--- src/rtl/dsrs_pkg.sv ---
// Shared types, constants and the CRC step of the dual slot record selector.
`default_nettype none

package dsrs_pkg;

  // Slot image layout and checks
  localparam logic [15:0] MAGIC_RESET = 16'hA5C3;
  localparam logic [15:0] CRC_INIT    = 16'hFFFF;
  localparam logic [15:0] CRC_POLY    = 16'h1021;
  localparam int unsigned HDR_BYTES   = 6;
  localparam int unsigned TRAILER     = 8;

  // Byte positions of the header fields
  localparam int unsigned POS_MAGIC_LO = 0;
  localparam int unsigned POS_MAGIC_HI = 1;
  localparam int unsigned POS_SEQ_LO   = 2;
  localparam int unsigned POS_SEQ_HI   = 3;
  localparam int unsigned POS_LEN      = 4;

  // Queue depths
  localparam int unsigned JOB_DEPTH = 2;
  localparam int unsigned OUT_DEPTH = 4;

  typedef enum logic [1:0] {
    PICK_A    = 2'd0,
    PICK_B    = 2'd1,
    PICK_NONE = 2'd2
  } pick_e;

  typedef enum logic {
    BACK_IDLE,
    BACK_RUN
  } back_state_e;

  // One emission run, handed from front to back
  typedef struct packed {
    pick_e       pick;
    logic [15:0] seq;
    logic        a_valid;
    logic        b_valid;
    logic [4:0]  len;
    logic        bank;
  } job_t;

  // Payload store write port
  typedef struct packed {
    logic       en;
    logic       bank;
    logic       slot;
    logic [4:0] idx;
    logic [7:0] data;
  } mem_wr_t;

  // Payload store read port
  typedef struct packed {
    logic       en;
    logic       bank;
    logic       slot;
    logic [4:0] idx;
  } mem_rd_t;

  // One result transaction
  typedef struct packed {
    pick_e       pick;
    logic [15:0] seq;
    logic        a_valid;
    logic        b_valid;
    logic [7:0]  data;
    logic [4:0]  idx;
    logic        last;
  } result_t;

  // Advance CRC-16/CCITT by one byte, MSB first
  function automatic logic [15:0] crc_byte(input logic [15:0] crc_in, input logic [7:0] b);
    logic [15:0] c;
    c = crc_in ^ {b, 8'h00};
    for (int i = 0; i < 8; i++) begin
      c = c[15] ? ({c[14:0], 1'b0} ^ CRC_POLY) : {c[14:0], 1'b0};
    end
    return c;
  endfunction

endpackage

`default_nettype wire

--- src/rtl/dsrs_front.sv ---
// Front end: parses slot images, checks them and issues emission runs.
`default_nettype none

module dsrs_front
  import dsrs_pkg::*;
#(
  parameter int SLOT_BYTES = 32,
  parameter int RECORD_LEN = 24
) (
  input  wire logic        clk_i,
  input  wire logic        rst_ni,
  input  wire logic        cfg_we_i,
  input  wire logic [15:0] cfg_wdata_i,
  input  wire logic        accept_i,
  input  wire logic [7:0]  data_byte_i,
  input  wire logic        slot_id_i,
  input  wire logic        slot_last_i,
  input  wire logic        read_fault_i,
  output mem_wr_t          mem_wr_o,
  output logic             job_push_o,
  output job_t             job_o
);

  localparam int PW = $clog2(SLOT_BYTES + 1);
  localparam logic [8:0] HDR9     = 9'(HDR_BYTES);
  localparam logic [8:0] REC9     = 9'(RECORD_LEN);
  localparam logic [8:0] LEN_MAX9 = 9'(SLOT_BYTES - TRAILER);

  logic [15:0]      magic_q;
  logic [PW-1:0]    pos_q, pos_d;
  logic [15:0]      crc_q, crc_d;
  logic [15:0]      mcap_q, mcap_d;
  logic [7:0]       len_q, len_d;
  logic [15:0]      scrc_q, scrc_d;
  logic             fault_q, fault_d;
  logic [1:0][15:0] seq_q, seq_d;
  logic [1:0][4:0]  slen_q, slen_d;
  logic [1:0]       valid_q, valid_d;
  logic             wbank_q, wbank_d;

  logic       active;
  logic [7:0] len_cur;
  logic [8:0] p9, len9, hdr_end, cnt9;
  logic       ok;
  logic [4:0] len_clip;
  logic [15:0] seq_diff;
  pick_e      win;

  // Hold the expected marker
  always_ff @(posedge clk_i or negedge rst_ni) begin
    if (!rst_ni) begin
      magic_q <= MAGIC_RESET;
    end else if (cfg_we_i) begin
      magic_q <= cfg_wdata_i;
    end
  end

  // Decode the current byte position against the captured length
  assign active   = (pos_q < PW'(SLOT_BYTES));
  assign len_cur  = (pos_q == PW'(POS_LEN)) ? data_byte_i : len_q;
  assign p9       = 9'(pos_q);
  assign len9     = {1'b0, len_cur};
  assign hdr_end  = HDR9 + len9;

  // Parse, check and issue
  always_comb begin
    pos_d    = pos_q;
    crc_d    = crc_q;
    mcap_d   = mcap_q;
    len_d    = len_q;
    scrc_d   = scrc_q;
    fault_d  = fault_q;
    seq_d    = seq_q;
    slen_d   = slen_q;
    valid_d  = valid_q;
    wbank_d  = wbank_q;
    mem_wr_o = '{en: 1'b0, bank: wbank_q, slot: slot_id_i,
                 idx: 5'(p9 - HDR9), data: data_byte_i};
    job_push_o = 1'b0;
    job_o      = '{pick: PICK_NONE, seq: 16'h0, a_valid: 1'b0, b_valid: 1'b0,
                   len: 5'd0, bank: wbank_q};
    cnt9     = '0;
    ok       = 1'b0;
    len_clip = '0;
    seq_diff = '0;
    win      = PICK_NONE;

    if (accept_i) begin
      if (read_fault_i) begin
        fault_d = 1'b1;
      end
      if (active) begin
        len_d = len_cur;
        case (pos_q)
          PW'(POS_MAGIC_LO): mcap_d[7:0]             = data_byte_i;
          PW'(POS_MAGIC_HI): mcap_d[15:8]            = data_byte_i;
          PW'(POS_SEQ_LO):   seq_d[slot_id_i][7:0]  = data_byte_i;
          PW'(POS_SEQ_HI):   seq_d[slot_id_i][15:8] = data_byte_i;
          default: ;
        endcase
        if (p9 >= 9'(POS_SEQ_LO) && p9 < hdr_end) begin
          crc_d = crc_byte(crc_q, data_byte_i);
        end
        if (p9 >= HDR9 && p9 < hdr_end && (p9 - HDR9) < REC9) begin
          mem_wr_o.en = 1'b1;
        end
        if (p9 == hdr_end) begin
          scrc_d[7:0] = data_byte_i;
        end else if (p9 == hdr_end + 9'd1) begin
          scrc_d[15:8] = data_byte_i;
        end
        pos_d = pos_q + PW'(1);
      end

      if (slot_last_i) begin
        // Judge the slot
        cnt9 = 9'(pos_d);
        ok = !fault_d && (mcap_d == magic_q) && (len_d != 8'd0)
             && ({1'b0, len_d} <= LEN_MAX9)
             && (cnt9 >= {1'b0, len_d} + 9'(TRAILER)) && (crc_d == scrc_d);
        len_clip = ({1'b0, len_d} < REC9) ? 5'(len_d) : 5'(RECORD_LEN);
        valid_d[slot_id_i] = ok;
        slen_d[slot_id_i]  = ok ? len_clip : 5'd0;

        // Clear the frame
        pos_d   = '0;
        crc_d   = CRC_INIT;
        mcap_d  = '0;
        len_d   = '0;
        scrc_d  = '0;
        fault_d = 1'b0;

        if (slot_id_i) begin
          // Pick the newer valid slot and issue its run, or a run for neither slot
          seq_diff = seq_d[0] - seq_d[1];
          if (valid_d[0] && valid_d[1]) begin
            win = seq_diff[15] ? PICK_B : PICK_A;
          end else if (valid_d[0]) begin
            win = PICK_A;
          end else if (valid_d[1]) begin
            win = PICK_B;
          end else begin
            win = PICK_NONE;
          end
          job_push_o = 1'b1;
          if (win != PICK_NONE) begin
            job_o.pick    = win;
            job_o.seq     = seq_d[win == PICK_B];
            job_o.a_valid = valid_d[0];
            job_o.b_valid = valid_d[1];
            job_o.len     = slen_d[win == PICK_B];
          end
          wbank_d = !wbank_q;
          valid_d = '0;
        end
      end
    end
  end

  // Frame and slot state
  always_ff @(posedge clk_i or negedge rst_ni) begin
    if (!rst_ni) begin
      pos_q   <= '0;
      crc_q   <= CRC_INIT;
      mcap_q  <= '0;
      len_q   <= '0;
      scrc_q  <= '0;
      fault_q <= 1'b0;
      seq_q   <= '0;
      slen_q  <= '0;
      valid_q <= '0;
      wbank_q <= 1'b0;
    end else begin
      pos_q   <= pos_d;
      crc_q   <= crc_d;
      mcap_q  <= mcap_d;
      len_q   <= len_d;
      scrc_q  <= scrc_d;
      fault_q <= fault_d;
      seq_q   <= seq_d;
      slen_q  <= slen_d;
      valid_q <= valid_d;
      wbank_q <= wbank_d;
    end
  end

endmodule

`default_nettype wire

--- src/rtl/dsrs_job_queue.sv ---
// Two-entry queue of emission runs between front and back.
`default_nettype none

module dsrs_job_queue
  import dsrs_pkg::*;
(
  input  wire logic clk_i,
  input  wire logic rst_ni,
  input  wire logic push_i,
  input  job_t      job_i,
  input  wire logic pop_i,
  output logic      full_o,
  output logic      head_valid_o,
  output job_t      head_o
);

  localparam int CW = $clog2(JOB_DEPTH + 1);
  localparam int AW = $clog2(JOB_DEPTH);

  job_t          entry_q [JOB_DEPTH];
  logic [AW-1:0] wr_ptr_q, rd_ptr_q;
  logic [CW-1:0] cnt_q;

  assign full_o       = (cnt_q == CW'(JOB_DEPTH));
  assign head_valid_o = (cnt_q != '0);
  assign head_o       = entry_q[rd_ptr_q];

  // Store pushed runs
  always_ff @(posedge clk_i) begin
    if (push_i) begin
      entry_q[wr_ptr_q] <= job_i;
    end
  end

  // Advance pointers and count
  always_ff @(posedge clk_i or negedge rst_ni) begin
    if (!rst_ni) begin
      wr_ptr_q <= '0;
      rd_ptr_q <= '0;
      cnt_q    <= '0;
    end else begin
      if (push_i) begin
        wr_ptr_q <= wr_ptr_q + AW'(1);
      end
      if (pop_i) begin
        rd_ptr_q <= rd_ptr_q + AW'(1);
      end
      if (push_i && !pop_i) begin
        cnt_q <= cnt_q + CW'(1);
      end else if (pop_i && !push_i) begin
        cnt_q <= cnt_q - CW'(1);
      end
    end
  end

endmodule

`default_nettype wire

--- src/rtl/dsrs_payload_ram.sv ---
// Payload store: two banks of two slots, one write and one registered read port.
`default_nettype none

module dsrs_payload_ram
  import dsrs_pkg::*;
#(
  parameter int RECORD_LEN = 24
) (
  input  wire logic  clk_i,
  input  mem_wr_t    wr_i,
  input  mem_rd_t    rd_i,
  output logic [7:0] rdata_o
);

  localparam int DEPTH = 4 * RECORD_LEN;
  localparam int AW    = $clog2(DEPTH);

  logic [7:0]    mem_q [DEPTH];
  logic [AW-1:0] wr_addr, rd_addr;

  // Map bank, slot and offset to a flat address
  assign wr_addr = AW'({wr_i.bank, wr_i.slot}) * AW'(RECORD_LEN) + AW'(wr_i.idx);
  assign rd_addr = AW'({rd_i.bank, rd_i.slot}) * AW'(RECORD_LEN) + AW'(rd_i.idx);

  // Write port
  always_ff @(posedge clk_i) begin
    if (wr_i.en) begin
      mem_q[wr_addr] <= wr_i.data;
    end
  end

  // Registered read port
  always_ff @(posedge clk_i) begin
    if (rd_i.en) begin
      rdata_o <= mem_q[rd_addr];
    end
  end

endmodule

`default_nettype wire

--- src/rtl/dsrs_back.sv ---
// Back end: walks an emission run through the payload store into the result queue.
`default_nettype none

module dsrs_back
  import dsrs_pkg::*;
#(
  parameter int RECORD_LEN = 24
) (
  input  wire logic  clk_i,
  input  wire logic  rst_ni,
  input  wire logic  head_valid_i,
  input  job_t       head_i,
  output logic       job_pop_o,
  output mem_rd_t    mem_rd_o,
  input  wire logic [7:0] rdata_i,
  input  wire logic  pop_i,
  output logic       empty_o,
  output result_t    result_o
);

  localparam int CW = $clog2(OUT_DEPTH + 1);
  localparam int AW = $clog2(OUT_DEPTH);

  back_state_e   state_q, state_d;
  logic [4:0]    k_q, k_d;
  logic          s_vld_q;
  logic [4:0]    s_k_q;
  logic          s_last_q;
  job_t          s_job_q;

  result_t       out_q [OUT_DEPTH];
  logic [AW-1:0] wr_ptr_q, rd_ptr_q;
  logic [CW-1:0] cnt_q;

  logic          space;
  logic          issue;
  logic          last_issue;
  logic [4:0]    run_end;
  logic          out_pop;
  result_t       res;

  assign space      = ({1'b0, cnt_q} + (CW + 1)'(s_vld_q)) < (CW + 1)'(OUT_DEPTH);
  assign run_end    = (head_i.pick == PICK_NONE) ? 5'd0 : 5'(RECORD_LEN - 1);
  assign last_issue = (k_q == run_end);

  // Sequence the run, one read per cycle while the result queue has room
  always_comb begin
    state_d   = state_q;
    k_d       = k_q;
    issue     = 1'b0;
    job_pop_o = 1'b0;
    case (state_q)
      BACK_IDLE: begin
        if (head_valid_i) begin
          state_d = BACK_RUN;
          k_d     = '0;
        end
      end
      BACK_RUN: begin
        if (space) begin
          issue = 1'b1;
          k_d   = k_q + 5'd1;
          if (last_issue) begin
            job_pop_o = 1'b1;
            state_d   = BACK_IDLE;
          end
        end
      end
      default: state_d = BACK_IDLE;
    endcase
  end

  assign mem_rd_o = '{en: issue, bank: head_i.bank, slot: (head_i.pick == PICK_B),
                      idx: k_q};

  always_ff @(posedge clk_i or negedge rst_ni) begin
    if (!rst_ni) begin
      state_q <= BACK_IDLE;
      k_q     <= '0;
      s_vld_q <= 1'b0;
    end else begin
      state_q <= state_d;
      k_q     <= k_d;
      s_vld_q <= issue;
    end
  end

  // Track the read in flight
  always_ff @(posedge clk_i) begin
    if (issue) begin
      s_k_q    <= k_q;
      s_last_q <= last_issue;
      s_job_q  <= head_i;
    end
  end

  // Build the result; zero past the stored length
  always_comb begin
    res.pick    = s_job_q.pick;
    res.seq     = s_job_q.seq;
    res.a_valid = s_job_q.a_valid;
    res.b_valid = s_job_q.b_valid;
    res.data    = (s_k_q < s_job_q.len) ? rdata_i : 8'h00;
    res.idx     = s_k_q;
    res.last    = s_last_q;
  end

  // Result queue
  assign empty_o  = (cnt_q == '0);
  assign out_pop  = pop_i && !empty_o;
  assign result_o = out_q[rd_ptr_q];

  always_ff @(posedge clk_i) begin
    if (s_vld_q) begin
      out_q[wr_ptr_q] <= res;
    end
  end

  always_ff @(posedge clk_i or negedge rst_ni) begin
    if (!rst_ni) begin
      wr_ptr_q <= '0;
      rd_ptr_q <= '0;
      cnt_q    <= '0;
    end else begin
      if (s_vld_q) begin
        wr_ptr_q <= wr_ptr_q + AW'(1);
      end
      if (out_pop) begin
        rd_ptr_q <= rd_ptr_q + AW'(1);
      end
      if (s_vld_q && !out_pop) begin
        cnt_q <= cnt_q + CW'(1);
      end else if (out_pop && !s_vld_q) begin
        cnt_q <= cnt_q - CW'(1);
      end
    end
  end

endmodule

`default_nettype wire

--- src/rtl/dual_slot_record_selector_core.sv ---
// Slot B's last byte pushes a run that passes the job queue, the back end's run state, the
// registered payload read and the result queue. Throughput: one byte per cycle is accepted
// while full is low; a run drains at one result per cycle while the result queue has room,
// RECORD_LEN results for a chosen slot or one result when neither slot is valid, and the
// back end passes its idle state between runs. Input stalls (full) only while the job queue
// holds two runs, the one being drained and one behind it (two payload banks).
// Reset clears all control state and sets the marker to A5C3; the payload store is not cleared.
`default_nettype none

module dual_slot_record_selector_core
  import dsrs_pkg::*;
#(
  parameter int SLOT_BYTES = 32,
  parameter int RECORD_LEN = 24
) (
  input  wire logic        clk_i,
  input  wire logic        rst_ni,
  input  wire logic        cfg_we_i,
  input  wire logic [15:0] cfg_wdata_i,
  input  wire logic        push,
  output logic             full,
  input  wire logic [7:0]  data_byte_i,
  input  wire logic        slot_id_i,
  input  wire logic        slot_last_i,
  input  wire logic        read_fault_i,
  output logic             empty,
  input  wire logic        pop,
  output logic [1:0]       pick_status_o,
  output logic [15:0]      chosen_seq_o,
  output logic             a_valid_o,
  output logic             b_valid_o,
  output logic [7:0]       record_byte_o,
  output logic [4:0]       byte_index_o,
  output logic             run_last_o
);

  logic    accept;
  mem_wr_t mem_wr;
  mem_rd_t mem_rd;
  logic [7:0] rdata;
  logic    job_push, job_pop, job_full, head_valid;
  job_t    job, head;
  result_t result;

  assign accept = push && !job_full;
  assign full   = job_full;

  dsrs_front #(
    .SLOT_BYTES(SLOT_BYTES),
    .RECORD_LEN(RECORD_LEN)
  ) u_front (
    .clk_i       (clk_i),
    .rst_ni      (rst_ni),
    .cfg_we_i    (cfg_we_i),
    .cfg_wdata_i (cfg_wdata_i),
    .accept_i    (accept),
    .data_byte_i (data_byte_i),
    .slot_id_i   (slot_id_i),
    .slot_last_i (slot_last_i),
    .read_fault_i(read_fault_i),
    .mem_wr_o    (mem_wr),
    .job_push_o  (job_push),
    .job_o       (job)
  );

  dsrs_job_queue u_job_queue (
    .clk_i       (clk_i),
    .rst_ni      (rst_ni),
    .push_i      (job_push),
    .job_i       (job),
    .pop_i       (job_pop),
    .full_o      (job_full),
    .head_valid_o(head_valid),
    .head_o      (head)
  );

  dsrs_payload_ram #(
    .RECORD_LEN(RECORD_LEN)
  ) u_payload_ram (
    .clk_i  (clk_i),
    .wr_i   (mem_wr),
    .rd_i   (mem_rd),
    .rdata_o(rdata)
  );

  dsrs_back #(
    .RECORD_LEN(RECORD_LEN)
  ) u_back (
    .clk_i       (clk_i),
    .rst_ni      (rst_ni),
    .head_valid_i(head_valid),
    .head_i      (head),
    .job_pop_o   (job_pop),
    .mem_rd_o    (mem_rd),
    .rdata_i     (rdata),
    .pop_i       (pop),
    .empty_o     (empty),
    .result_o    (result)
  );

  // Drive the result ports from the queue head
  assign pick_status_o = result.pick;
  assign chosen_seq_o  = result.seq;
  assign a_valid_o     = result.a_valid;
  assign b_valid_o     = result.b_valid;
  assign record_byte_o = result.data;
  assign byte_index_o  = result.idx;
  assign run_last_o    = result.last;

endmodule

`default_nettype wire

--- config.mk ---
export PLATFORM = sky130hd
export DESIGN_NAME = dual_slot_record_selector_core
export DESIGN_NICKNAME = d
export VERILOG_FILES = /design/src/rtl/dsrs_pkg.sv /design/src/rtl/dsrs_front.sv /design/src/rtl/dsrs_job_queue.sv /design/src/rtl/dsrs_payload_ram.sv /design/src/rtl/dsrs_back.sv /design/src/rtl/dual_slot_record_selector_core.sv
export SDC_FILE = /design/constraint.sdc
export NUM_CORES = 1
export LEC_CHECK = 0
export ABC_CLOCK_PERIOD_IN_PS = 15900
export BUFFER_PORTS_ARGS = -buffer_cell sky130_fd_sc_hd__buf_2
export CORE_MARGIN = 2
export CORE_UTILIZATION = 52
export DETAILED_ROUTE_END_ITERATION = 10
export HOLD_SLACK_MARGIN = 0.08
export PLACE_DENSITY_LB_ADDON = 0.3
export SLEW_MARGIN = 20
export SYNTH_ARGS = -nofsm -noshare
export SYNTH_HDL_FRONTEND = slang
export SYNTH_HIERARCHICAL = 1
export SYNTH_SLANG_ARGS = --single-unit
--- constraint.sdc ---
create_clock -name clk_i -period 15.9 [get_ports clk_i]
set_input_delay 0.795 -clock clk_i [delete_from_list [all_inputs] [get_ports clk_i]]
set_output_delay 0.795 -clock clk_i [all_outputs]
set_load 0.03 [all_outputs]
After elaboration in Yosys (flattened, before gate mapping)
Memories as Yosys holds them, arrays and structs flattened. A register that Yosys moved wholly into a read port is not among the register bits.
Cells that the tools add are included.
Widths: inputs -> output; s select.

cells by class
  add/sub/neg operators = 18
  multipliers = 2
  $lt $le $gt $ge = 13
  equality and inequality tests = 16
  multiplexer cells = 96
  bitwise logic cells = 10
  reduce and logical (&&, ||, !) cells = 33

operators by type and width
  cell                 number
  $mux 16              13
  $mux 13              8
  $mux 25              4
  $mux 8               11
  $bwmux 32            2
  $mux 32              2
  $pmux 32 s2          1
  $mux 5               8
  $demux 16 s1         2
  $eq 16x16->1         2
  $mux 1               25
  $not 3->3            8
  $eq 6x9->1           2
  $mux 2               9
  $mux 6               3
  $logic_and 1x1->1    16
  $sub 16x16->16       1
  $xor 16x16->16       1
  $add 7x5->7          2
  $eq 6x2->1 const B   2
  $bwmux 10            1
  $pmux 5 s2           1
  $add 3x8->9 const A  1
  $add 8x4->9 const B  1
  42 further kinds     62

word-level totals
  register bits after elaboration = 173
  RAM bits = 956
  input port bits = 32
  word-level logic and storage cells = 220
  memories = 3

memory list
  name                 words  bits a word  rd ports  clocked after memory_dff  wr ports  line                    RTL
  u_payload_ram.mem_q  96     8            1         1                         1         dsrs_payload_ram.sv:18  logic [7:0] mem_q [DEPTH];
  u_back.out_q         4      34           1         0                         1         dsrs_back.sv:31         result_t out_q [OUT_DEPTH];
  u_job_queue.entry_q  2      26           1         0                         1         dsrs_job_queue.sv:20    job_t entry_q [JOB_DEPTH];

Longest topological paths before layout
Gate-level depths: netlist of run 1.

  word-level depth = 36
  depth in mapped cells = 26
  gate-level depth less buffers = 20

By module
The synthesis of run 1 kept the hierarchy.

by module, submodules not included
  module                          instances  cells each  area each (µm²)  seq. area each (µm²)
  dsrs_payload_ram                1          1420        30382.9          23302.3
  dsrs_front                      1          967         8911.0           3007.9
  dsrs_back                       1          311         6806.5           5365.1
  dsrs_job_queue                  1          97          2165.8           1661.6
  dual_slot_record_selector_core  1          1           13.8             0.0

Worst setup path after synthesis of run 1
Ideal clock, no wire load.

  path kind = reg2reg
  start point = reg u_front.pos_q[1]
  end point = mem u_job_queue/entry_q[0][1] (netlist bit), data pin
  library setup time = 0.264 ns
  data arrival time = 5.258 ns
  data required time = 15.636 ns
  slack = 10.378 ns
  stages on the path, launching flop included = 23
  clock period less this slack = 5.522 ns
  path through = dfrtp_1 > inv_1 > ha_1 > nor4b_4 > nand2_2 > buf_2 > buf_1 > mux2i_1 > ha_1 > ha_1 > nand3_1 > nor4_1 > a32oi_2 > buf_6 > mux2i_1 > or3_1 > a222oi_1 > o2111ai_1 > o21bai_1 > o31a_4 > buf_4 > o2111ai_1 > a21oi_1

RTL lines
  item                    line                  RTL
  start, declared         dsrs_front.sv:30      logic [PW-1:0] pos_q, pos_d;
  start signal, assigned  dsrs_front.sv:174     pos_q <= pos_d;
  end, declared           dsrs_job_queue.sv:20

==> impl_metrics.csv, run 1 <==
group,metric,value,unit
synthesis,synth_seq_area_share,69.0,%
synthesis,synth_top_family_by_area,"multiplexers",
grt,antenna_found_initial,2,
timing,fin_crit,7.15,ns
timing,final_hold_viol_count,0,
grt,grt_pass1_wl,168000,um
synthesis,synthDistinctLibCells,100,
detailed_routing,dr_total_vias,26442,
job,maxCapViolations,0,
finish,drive_gt1_share,22.0,%
detailed_routing,first_iter_violations,2691,
synthesis,ys_warn_count,6,
clocking,cts_tree,"done",
timing,max_freq,0.140,GHz
synthesis,synth-main-ff-cell,"edfxtp_1",
worst_setup_path,required,16.38,ns
place,gp_congestion,0.902,
synthesis,synth-adder-area-share,1.54,%
finish,fin_util,58.1,%
synthesis,avgSynthCellArea,17.3,sq um
synthesis,synth_compound_gate_area_share,6.06,%
finish,seqCellArea,33300,sq um
synthesis,synthMuxAreaShare,14.1,%
synthesis,yosys.area_share.simple,5.34,%
grt,grt_max_degree,104,
worst_setup_path,endpoint_kind,"flip-flop",
outcome,status,"completed",
clocking,ctsLongestPathBuffers,3,
detailed_routing,routedWlPerCell,26.9,um
timing,worst_pin_slew,1.11,ns
timing,tns,0,ns
clocking,ctsHoldBuffers,0,
worst_setup_path,cp-start-kind,"flip-flop",
grt,grt-ovfl-total,0,
die,rows,111,
die,die_x,309,um
timing,skew,0.0211,ns
grt,grt_pass1_vias,26146,
timing,setup_viol,0,
worst_hold_path,hp-class,"primary input to asynchronous set/reset pin",
place,dp_cells,3967,
finish,layoutNonFillerInstCount,4171,
clocking,clock_sinks,1132,
detailed_routing,wirelength,112000,um
synthesis,synth_top_area_share,61.9,%
synthesis,synth_xor_area_share,1.64,%
timing,period_share,45.0,%
synthesis,synthTopCellsByArea,"edfxtp_1 (62%), mux4_2 (11%), dfrtp_1 (5.9%)",
synthesis,synth_edf_count,995,
finish,layout_common_cells,"edfxtp_1 (995), mux4_2 (226), nor2_1 (187)",
worst_setup_path,critical_path_class,"flip-flop to flip-flop",
finish,fin_nets,2926,
clocking,clock_latency,0.69,ns
power,power,9790,uW
die,coreArea,91800,sq um
timing,setup_slack,8.75,ns
clocking,cts_setup_buffers,0,
power,vdd_drop_max,0.000136,V
synthesis,syn_nets,2885,
clocking,cts_htree_levels,3,
timing,rsz0062_at_grt,"no",
worst_setup_path,worstPathArrival,7.63,ns
detailed_routing,vias_per_cell,6.34,
place,dp.final_hpwl,69100,um
synthesis,synthCells,2796,
die,ios,68,
clocking,cts_resized,0,
die,design.die.area,95300,sq um
power,power_density,183,nW/um^2
synthesis,async_reset_ff_share,12.1,%
finish,layout_commonest_cell,"edfxtp_1",
synthesis,synth_top_area_cell,"edfxtp_1",
clocking,path_clk_slew,0.07,ns
timing,maxSlewViolCount,0,
clocking,root_buffer,"clkbuf_16",
finish,nFillCells,6672,
die,start_util,52.6,%
grt,gr-usage-all-layers,23.6,%
place,numPortBuffers,67,
power,p_leak,0.0179,uW
synthesis,syn_area,48300,sq um
synthesis,synth_seq_cells,1132,
timing,slew_headroom,25.6,%
detailed_routing,ant_nets,0,
detailed_routing,dr.pass1.iters,6,
worst_setup_path,cp_max_fo,24,
detailed_routing,drc,0,
finish,multiInputGateArea,13900,sq um
die,fp.dieH,309,um
clocking,cts-buffers-inserted,108,
place,place_ws,7.91,ns
finish,syn2layout_area_growth,10.5,%
[logic make-up after synthesis]
family	Yosys count
AOI/OAI and AO/OA	416
xor gates and xnor gates	89
adders and majority gates	58
buffers and inverters	222
DFF	1132
muxes	380
and+or+nand+nor	499
[final timing paths]
path | from | endpoint | slack [ns] | depth (start not counted)
max | u_front/pos_q[1] | u_job_queue/entry_q[1][23] | 8.75 | 19
min | rst_ni | u_back/rd_ptr_q[1] | 0.08 | 1
max reg2reg | u_front/pos_q[1] | u_job_queue/entry_q[1][23] | 8.75 | 19
min reg2reg | u_front/slen_q[2] | u_front/slen_q[2] | 0.49 | 2
max in group asynchronous | rst_ni | u_front/seq_q[0] | 14.32 | 2
min in group clk_i | cfg_wdata_i[1] | u_front/magic_q[1] | 0.35 | 2
[layer usage]
metal	share of wire, %	vias to the layer above	track usage [%]	wire length (um)
met4	2.7	2	7.48	3070
met2	48	1152	37.5	53700
li1	-	11254	-	-
met1	42	13862	34.3	46700
met3	7.7	172	3.26	8640
met5	0.0089	-	0	10
[state kept, by name (all words and copies together) (netlist names), 5 cells and up]
register,cells
u_front/mcap_q,16
u_back/s_job_q,5
u_back/s_k_q,5
u_front/seq_q,32
u_front/crc_q,16
u_front/len_q,8
u_job_queue/entry_q,52
u_front/magic_q,16
u_front/pos_q,6
u_back/out_q,136
u_back/res,20
u_back/k_q,5
u_front/slen_q,5
u_payload_ram/rdata_o,8
u_front/scrc_q,16
u_payload_ram/mem_q,768
[worst max-delay path, stage by stage (launching register included)]
cell	delay, ns
dfrtp_1	0.51
inv_1	0.28
ha_1	0.27
nor4b_4	0.37
nand2_2	0.45
mux2i_1	0.41
ha_1	0.33
ha_1	0.28
nand3_1	0.14
o21bai_1	0.14
a31oi_1	0.12
o22a_1	0.35
nor2_1	0.85
mux2i_1	0.41
xnor2_1	0.10
nor4_1	0.43
or2_2	0.22
and4_1	0.65
nor2_4	0.23
a211oi_1	0.40
[report_power, final]
group / switching, uW / internal (uW)
clock network: 1090 / 1550
logic: 1930 / 1310
registers: 264 / 3640
[synth_stat cells, types with 10 or more instances]
| library cell | number |
|---|---|
| inv_1 | 43 |
| a211oi_1 | 10 |
| mux2_2 | 52 |
| o21ai_0 | 49 |
| xor2_1 | 39 |
| clkbuf_1 | 80 |
| edfxtp_1 | 995 |
| nor4_1 | 16 |
| nor3_1 | 31 |
| and3_1 | 12 |
| nand3_1 | 47 |
| mux4_2 | 226 |
| ha_1 | 54 |
| dfstp_2 | 24 |
| nor2b_1 | 23 |
| a22o_1 | 29 |
| buf_1 | 12 |
| mux2i_1 | 83 |
| o22a_1 | 10 |
| o21bai_1 | 13 |
| a21oi_1 | 85 |
| o2bb2ai_1 | 35 |
| nand2b_1 | 23 |
| nand2_1 | 63 |
| and2_1 | 12 |
| nand4_1 | 15 |
| dfrtp_1 | 113 |
| xnor2_1 | 49 |
| o22ai_1 | 23 |
| buf_2 | 41 |
| nor2_1 | 187 |
| a22oi_1 | 69 |
| buf_4 | 34 |
| mux2_4 | 19 |
[stage by stage]
stage          area (sq um)  hold WS (ns)
3_5_place_dp          49600         0.474
5_1_grt               53400         0.152
3_3_place_gp          49600         0.463
2_1_floorplan         48300         0.444
4_1_cts               53300         0.127
6_report              53400        0.0803
[cell type report]
type	count	area share, %
clock inverter	59	1.35
antenna	2	0.00938
timing repair buffer	108	1.33
tap	1243	2.91
clock buffer	140	5.58
inverter	45	0.317
sequential	1132	62.5
multi-input combinational	1442	26.0
Power figures use the tool's default switching activity.
==> run 2: changes to the inputs <==
Settings changed: ABC_CLOCK_PERIOD_IN_PS 15900 to 5700.
Clock period 15.9 ns to 5.7 ns, I/O delays scaled along.
==> run 2 against run 1 <==
Against the previous run:
- final cell count increased by 4.6%
- clock-buffer cell count down 2
- routed wire length increased by 2.4%
- utilization increased by 1.7 points
- die area unchanged
- non-clock buffer count up 185
- clock power rose to 2.7 times the previous value
- sequential cell count is the same
- sequential share of layout area fell by 1.7 points
- sequential power rose to 2.8 times the previous value
- worst hold slack better by 0.042 ns
- power rose to 2.8 times the previous value
- largest power group unchanged
==> impl_metrics.csv, run 2 (synthesized netlist as in run 1, its figures left out) <==
group,metric,value,unit
worst_hold_path,whs_path_depth,2,
power,p_leak,0.0189,uW
worst_hold_path,hp-class,"primary input to flip-flop",
finish,nFillCells,6553,
finish,top_register,"u_payload_ram/mem_q",
clocking,cts-buffers-inserted,108,
die,start_util,52.6,%
power,power_density,499,nW/um^2
job,maxCapViolations,0,
timing,period_share,96.7,%
timing,final_hold_viol_count,0,
grt,grt.met1_usage,34.3,%
finish,largest_reg_flops,768,
clocking,root_buffer,"clkbuf_16",
worst_setup_path,path_depth,24,
finish,layout_common_cells,"edfxtp_1 (995), mux4_2 (226), buf_4 (205)",
worst_setup_path,critical_path_class,"flip-flop to flip-flop",
grt,antenna_found_initial,2,
clocking,clock_latency,0.68,ns
die,fp.dieH,309,um
die,die_x,309,um
finish,fin_area,54900,sq um
finish,drive_gt1_share,26.5,%
finish,fin_nets,3112,
clocking,path_clk_slew,0.06,ns
die,rows,111,
grt,gr-max-usage-layer,"met2",
worst_setup_path,cp-start-kind,"flip-flop",
place,place_ws,-0.0428,ns
grt,grt-ovfl-total,0,
timing,fin_crit,5.51,ns
worst_setup_path,crit_chain,"inv_2 -> ha_4 -> or4b_4 -> nor2_4 -> buf_4 -> buf_4 -> nand2_1 -> nand2_1 -> ha_1 -> nand4b_1 -> buf_4 -> nor2_1 -> a32oi_2 -> buf_4 -> buf_6 -> mux2i_1 -> or3_1 -> a222oi_1 -> o2111ai_1 -> o21bai_4 -> o31a_4 -> nor2_4 -> clkbuf_16 -> mux2i_2",
place,placed_area,50700,sq um
timing,worst_pin_slew,1.05,ns
clocking,ctsLongestPathBuffers,3,
detailed_routing,vias_per_cell,6.17,
grt,global_route.usage.met3,4.38,%
timing,maxSlewViolCount,0,
detailed_routing,first_iter_violations,3285,
worst_setup_path,reg2reg_depth,24,
finish,largestRegisters,"u_payload_ram/mem_q x768, u_back/out_q x136, u_job_queue/entry_q x52",
clocking,clock_sinks,1132,
worst_setup_path,worstPathArrival,6.01,ns
timing,slew_headroom,30.1,%
timing,setup_slack,0.189,ns
grt,gr-usage-all-layers,24.2,%
detailed_routing,ant_nets,0,
grt,grt_pass1_vias,27217,
timing,skew,0.0222,ns
worst_setup_path,endpoint_kind,"flip-flop",
worst_setup_path,crit_buf_inv,7,
detailed_routing,dr.pass1.iters,7,
die,coreArea,91800,sq um
timing,max_freq,0.181,GHz
worst_setup_path,worst_path_dominant_cell_family,"simple AND/OR/NAND/NOR gates",
worst_setup_path,required,6.20,ns
die,ios,68,
worst_setup_path,worst_path_max_delay_cell,"or4b_4",
die,design.die.area,95300,sq um
outcome,status,"completed",
clocking,cts_htree_levels,3,
detailed_routing,drc,0,
clocking,cts_tree,"done",
grt,use_met2,38.6,%
power,vdd_drop_max,0.000378,V
finish,syn2layout_area_growth,13.7,%
timing,setup_viol,0,
grt,grt_max_degree,98,
finish,layout_commonest_cell,"edfxtp_1",
place,dp.final_hpwl,72800,um
worst_setup_path,cp_max_fo,17,
grt,grt_pass1_wl,172000,um
worst_setup_path,critical-path-max-stage-delay,0.50,ns
place,gp_congestion,0.940,
detailed_routing,dr_total_vias,26915,
detailed_routing,routedWlPerCell,26.3,um
worst_setup_path,cpMostUsedCell,"buf_4",
detailed_routing,wirelength,115000,um
place,numPortBuffers,67,
run 2: final cells by class:
type                            count  area, sq um  share of cell area (%)
Sequential cell                  1132        33300                    60.8
Multi-Input combinational cell   1443        14000                    25.5
Clock buffer                      138         2940                    5.36
Timing Repair Buffer              293         2190                    3.99
Tap cell                         1243         1560                    2.83
Clock inverter                     65          659                    1.20
Inverter                           45          169                   0.308
Antenna cell                        2         5.00                 0.00912
run 2: final timing paths:
kind | startpoint | to | slack (ns)
hold / removal | cfg_we_i | u_front/magic_q[7] | 0.12
hold reg to reg | u_front/slen_q[0] | u_front/slen_q[0] | 0.48
max in group asynchronous | rst_ni | u_front/magic_q[11] | 4.10
setup reg to reg | u_front/pos_q[1] | u_job_queue/entry_q[1][18] | 0.19
setup / recovery | u_front/pos_q[1] | u_job_queue/entry_q[1][18] | 0.19
min in group asynchronous | rst_ni | u_back/rd_ptr_q[1] | 0.19
run 2: what timing repair did:
action                                 4_1_cts  5_1_grt
setup buffers                                2       12
hold buffers                                22        0
cloned                                       0        2
pin swaps                                    1       13
resized for setup                            0       34
endpoints found under the hold margin       93        0
setup endpoints to repair                   26       49
run 2: worst register-to-register path: cells and delay by family (launching register included):
family,cells,cell delay [ns]
DFF,1,0.40
muxes,2,0.35
adders and majority gates,2,0.40
buffers and inverters,7,1.06
AOI/OAI and AO/OA,5,1.48
and+or+nand+nor,8,1.67
run 2: per-layer routing:
metal | up-vias | share of wire, %
met5 | - | 0.020
met4 | 4 | 2.8
met3 | 215 | 8.6
met2 | 1237 | 48
met1 | 13838 | 40
li1 | 11621 | -
run 2: per-stage QoR:
step           hold slack, ns  util [%]  cells  power, uW  setup TNS [ns]
2_1_floorplan         -0.0106         -   2796      17500               0
3_3_place_gp            0.351      55.3   4118      19900               0
3_5_place_dp            0.360      55.3   4118      20100          -0.167
4_1_cts                0.0811      59.5   4345      27400               0
5_1_grt                 0.111      59.8   4359      28500           -1.04
6_report                0.123      59.8   4361      27400               0
run 2: where the power goes:
part / switching, uW / leakage (uW) / total [uW] / internal, uW
Combinational: 5390 / 0.00644 / 9210 / 3830
Clock: 3030 / 0.00177 / 7220 / 4190
Sequential: 775 / 0.0106 / 10900 / 10200
Total: 9190 / 0.0189 / 27400 / 18200
